<file path="config.mk">
export PLATFORM = sky130hd
export DESIGN_NAME = tmq_cell
export DESIGN_NICKNAME = d
export VERILOG_FILES = /design/src/rtl/tmq_pkg.sv /design/src/rtl/tmq_cell.sv
export SDC_FILE = /design/constraint.sdc
export NUM_CORES = 1
export LEC_CHECK = 0
export BUFFER_PORTS_ARGS = -buffer_cell sky130_fd_sc_hd__clkbuf_2
export CELL_PAD_IN_SITES_DETAIL_PLACEMENT = 1
export CELL_PAD_IN_SITES_GLOBAL_PLACEMENT = 1
export CORE_AREA = 2 2 87 89
export DETAILED_ROUTE_END_ITERATION = 8
export DIE_AREA = 0 0 89 91
export PLACE_DENSITY_LB_ADDON = 0.1
export SETUP_SLACK_MARGIN = 0.05
export SLEW_MARGIN = 10
export SYNTH_ARGS = -nofsm -noshare
export SYNTH_HDL_FRONTEND = slang
export SYNTH_SLANG_ARGS = --single-unit
export TNS_END_PERCENT = 30
</file>
<file path="constraint.sdc">
create_clock -name i_clk -period 1.7 [get_ports i_clk]
set_clock_uncertainty 0.2 [all_clocks]
set_input_delay 0.34 -clock i_clk [delete_from_list [all_inputs] [get_ports i_clk]]
set_output_delay 0.34 -clock i_clk [all_outputs]
set_load 0.03 [all_outputs]
</file>
<file path="src/rtl/tmq_pkg.sv">
package tmq_pkg;

    localparam int NUM_QUEUES_DEF   = 8;
    localparam int MAX_MESSAGES_DEF = 8;
    localparam int MAX_BYTES_DEF    = 128;
    localparam logic [15:0] VOLUME_RESET = 16'd1024;
    localparam logic [7:0]  OPEN_MAX     = 8'd255;

    typedef enum logic [1:0] {
        K_OPEN  = 2'd0,
        K_CLOSE = 2'd1,
        K_WRITE = 2'd2,
        K_READ  = 2'd3
    } t_kind;

    typedef enum logic [2:0] {
        ST_OK        = 3'd0,
        ST_NOT_OPEN  = 3'd1,
        ST_EXISTS    = 3'd2,
        ST_BAD_FLAGS = 3'd3,
        ST_FULL      = 3'd4,
        ST_NO_MATCH  = 3'd5,
        ST_TOO_LONG  = 3'd6,
        ST_BAD_QUEUE = 3'd7
    } t_status;

    typedef enum logic [1:0] {
        S_IDLE,
        S_COPY,
        S_RD_ADDR,
        S_RD_DATA
    } t_state;

    typedef struct packed {
        logic [31:0] typ;
        logic [7:0]  size;
    } t_slot;

    typedef struct packed {
        logic load;
        logic shift;
        logic take_free;
    } t_cell_ctl;

    typedef struct packed {
        t_status     status;
        logic [3:0]  handle;
        logic [7:0]  length;
        logic [63:0] data_word_res;
        logic        last;
    } t_result;

endpackage

</file>
<file path="src/rtl/tmq_cell.sv">
module tmq_cell #(
    parameter int PW = 3,
    parameter int RST_PTR = 0
) (
    input  logic              i_clk,
    input  logic              i_rst_n,
    input  tmq_pkg::t_cell_ctl i_ctl,
    input  tmq_pkg::t_slot    i_new,
    input  tmq_pkg::t_slot    i_next,
    input  logic [PW-1:0]     i_next_ptr,
    input  logic [PW-1:0]     i_free_ptr,
    output tmq_pkg::t_slot    o_slot,
    output logic [PW-1:0]     o_ptr
);
    tmq_pkg::t_slot r_slot;
    logic [PW-1:0]  r_ptr;

    // slot contents, taken from the new word or shifted down from the neighbor
    always_ff @(posedge i_clk) begin
        if (i_ctl.shift) begin
            r_slot <= i_next;
        end else if (i_ctl.load) begin
            r_slot <= i_new;
        end
    end

    // buffer pointers stay a permutation of the queue's buffers
    always_ff @(posedge i_clk) begin
        if (!i_rst_n) begin
            r_ptr <= PW'(RST_PTR);
        end else if (i_ctl.shift) begin
            r_ptr <= i_next_ptr;
        end else if (i_ctl.take_free) begin
            r_ptr <= i_free_ptr;
        end
    end

    assign o_slot = r_slot;
    assign o_ptr  = r_ptr;
endmodule

</file>
==> results summary <==
The worst setup path is captured at a primary output. The congestion estimate from routability-driven global placement came to around 0.66. The simple-gate portion of the synthesized area came out at under 10%. The clock transition at the registers of the reported paths came out at about 0.080 ns. The final hold violation count came out at 0.

The number of cell instances on the worst register-to-register path is 2. The quantity of hold-fixing buffers added after cts is 0. The worst hold path class is input port to flip-flop. IR analysis of the VDD net gives a maximum drop of a little under 0.0003 V.

The arrival time at the worst endpoint is roughly 0.87 ns. The number of placement rows came out at 31. At the later pin of the worst-skew pair, clock insertion delay measures 0.29 ns. The first detailed-routing pass took 3 iterations.

Global routing finished with a remaining overflow of 0. The routed via count came out at roughly 1400. In this run the number of H-tree levels came out at 2.

The number of gates resized after cts is 0. The fmax is 0.711 GHz. CTS saw between 40 and 50 sinks. The worst setup path is of the flip-flop to primary output kind. STA puts the critical path data required time at roughly 1.2 ns. The number of buffers and inverters on the critical path is 1. The wire length of the first global-routing pass came out at roughly 6.7 mm. The area taken by multi-input logic gates is around 640 um^2.

The power density of the placed cells came out at around 900 nW/um^2. The tree is rooted in a sky130_fd_sc_hd__clkbuf_8. The via count of the first global-routing pass is about 1400. The time the final worst path needs with I/O delays and setup is about 1.4 ns. The setup TNS is 0 ns.

After detailed routing, the number of remaining DRC violations is 0. The number of pins with negative max-slew slack in the final report came to 0. The post-synth net total is approximately 190.

The count of antenna diodes in the layout came out at 0. The post-synthesis instance area came out at approximately 1900 um^2. The count of nets after finishing is approximately 330. The number of buffers added by the clock tree synthesis step is 5. Dividing the detail-routed via count by the number of cells gives 4.06. At the pin with the least slew margin, the transition time is 0.569 ns.

Sequential cells were found to cover ~65% of the synthesized design area. The logic depth of the worst path, buffers included came out at 1. The floorplan step defined a die boundary enclosing 8100 um^2. Averaged over all synthesized cells, the footprint is just under 20 um^2. The max-cap violation count came out at 0.

The maximum clock path buffer count is 2. The total leakage power came out at 1.37 nW. Walking the worst path, the cells encountered are clkbuf_2. The fraction of final layout cells with drive strength greater than 1 is between 70 and 80%. The routed length per instance came out at 13.9 um. Measured against the total synthesized area, the mux share comes to between 20% and 30%.

For this configuration, the core starts out at a cell density of between 20% and 30%. The initial antenna violation count is 0. The minimum hold slack is slightly below 0.1 ns. The flow ran to the end, and the final reports show no timing, DRC or antenna violations. The count of input and output buffers is roughly 130.

The share of the cycle needed by the critical path after routing is 82.7%. Among cell families on the critical path, the largest total delay comes from flip-flops. The total area of sequential cells came out at 1260 um^2. Relative to the synthesized area, the layout overhead comes to 43.7%. The number of failing setup endpoints in the final timing report came out at 0. The startpoint identified for the worst hold timing path is i_rst_n. In this run the horizontal extent of the chip is a little under 90 um. The placed wire-length estimate after detailed placement came out at around 3.6 mm. The number of unique standard cell types used by synthesis is 9. Headroom to the max-slew limit came out at around 62%. The post-synthesis compound-gate area fraction came out at under 10%.

The dominant combinational cell family by area after synthesis is multiplexers. The peak per-stage delay on the critical path came out at about 0.38 ns. The number of ports placed on the die boundary came out at 134. The iteration-0 DRC count of the detailed router came out at 32. The maximum number of pins on one net before global-route repair came out at 41.

After clock tree synthesis, the setup repair step added 0 buffers. The antenna violation net count after detailed routing is 0. The global routing usage summed across all routing layers came out at between 10 and 15%. The critical path startpoint is o_slot[20]$_DFFE_PP_. The number of warnings reported in the yosys synthesis log came out at 0. The routed wire length came out at approximately 4.6 mm.

Setup repair after global routing left no endpoint under its margin. The worst hold path was traced through 2 stages. The synthesized design contains 43 register bits. The final-layout fill cell count came out at roughly 830.

TritonCTS built the clock tree. On the critical path, the stage with the largest delay is an instance of sky130_fd_sc_hd__edfxtp_1. The highest net fanout along the worst path came out at 1.

The adder-cell share of the synthesized area came out at 0%. The post-synthesis cell count is 98. The xor-xnor portion of the synthesized cell area is 0%.

The worst setup path is launched from a flip-flop. The core footprint came out at ~7000 um^2. The die span in y is about 90 um.

The startpoint identified for the worst register-to-register timing path is o_ptr[2]$_SDFFE_PN0P_.
## report_power, final
group	leakage, nW	internal, W	switching, W
registers	0.433	0.00129	0.0000299
logic	0.891	0.000256	0.000366
clock network	0.0422	0.000289	0.000343
## metal layers
metal  up-vias  track usage [%]  wire (um)
met3         5             3.09        389
li1        651                -          -
met2        72             20.8       2540
met1       632             11.5       1650
met5         -                0          0
met4         0             4.60         63
## worst register-to-register path, cell delays in order, from the launching register on
cell,delay [ns]
sky130_fd_sc_hd__dfxtp_1,0.32
sky130_fd_sc_hd__mux2_2,0.26
sky130_fd_sc_hd__o211a_1,0.20
## state kept, by name, summed over array words and instances (netlist names)
register,count
o_slot,40
o_ptr,3
## layout make-up
type | instances | share of cell area [%]
Multi-Input combinational cell | 50 | 22.8
Timing Repair Buffer | 135 | 24.8
Tap cell | 99 | 4.43
Clock buffer | 7 | 2.73
Clock inverter | 1 | 0.179
Sequential cell | 43 | 45.1
## final timing paths
path,to,slack (ns)
max,o_slot[20],0.29
min,o_ptr[1]$_SDFFE_PN0P_,0.1
max reg2reg,o_ptr[2]$_SDFFE_PN0P_,0.62
min reg2reg,o_ptr[1]$_SDFFE_PN0P_,0.44
## cells in the mapped netlist
| cell | instances | area [um^2] |
|---|---|---|
| sky130_fd_sc_hd__buf_2 | 1 | 5.00 |
| sky130_fd_sc_hd__buf_6 | 4 | 45.0 |
| sky130_fd_sc_hd__dfxtp_1 | 3 | 60.1 |
| sky130_fd_sc_hd__edfxtp_1 | 40 | 1200 |
| sky130_fd_sc_hd__mux2_2 | 17 | 191 |
| sky130_fd_sc_hd__mux2_4 | 26 | 390 |
| sky130_fd_sc_hd__nand2b_1 | 3 | 18.8 |
| sky130_fd_sc_hd__o211a_1 | 3 | 30.0 |
| sky130_fd_sc_hd__or2_2 | 1 | 6.26 |
## through the flow
step	area, um^2	worst slack [ns]	power (W)	util [%]	instances
floorplan	1950	0.148	0.00174	-	98
finish	2800	0.294	0.00257	39.2	335
global placement	2720	0.115	0.00197	38.1	327
global route	2800	0.235	0.00269	39.2	335
CTS	2800	0.268	0.00261	39.2	335
detailed placement	2720	0.0960	0.00197	38.1	327
## layout by cell type (no fill, tap or decap)
cell type                  instances
sky130_fd_sc_hd__nand2b_1          3
sky130_fd_sc_hd__mux2_2           17
sky130_fd_sc_hd__buf_4             1
sky130_fd_sc_hd__clkbuf_1          2
sky130_fd_sc_hd__clkbuf_2        133
sky130_fd_sc_hd__or2_4             1
sky130_fd_sc_hd__dfxtp_1           3
sky130_fd_sc_hd__o211a_1           3
sky130_fd_sc_hd__clkbuf_8          5
sky130_fd_sc_hd__mux2_4           26
sky130_fd_sc_hd__buf_12            1
sky130_fd_sc_hd__clkinv_2          1
sky130_fd_sc_hd__edfxtp_1         40
## cell families after synthesis
family / count (synthesis)
flops: 43
buf+inv: 5
simple gates: 4
compound gates: 3
mux: 43
No activity file was read; power rests on OpenSTA's default activity.
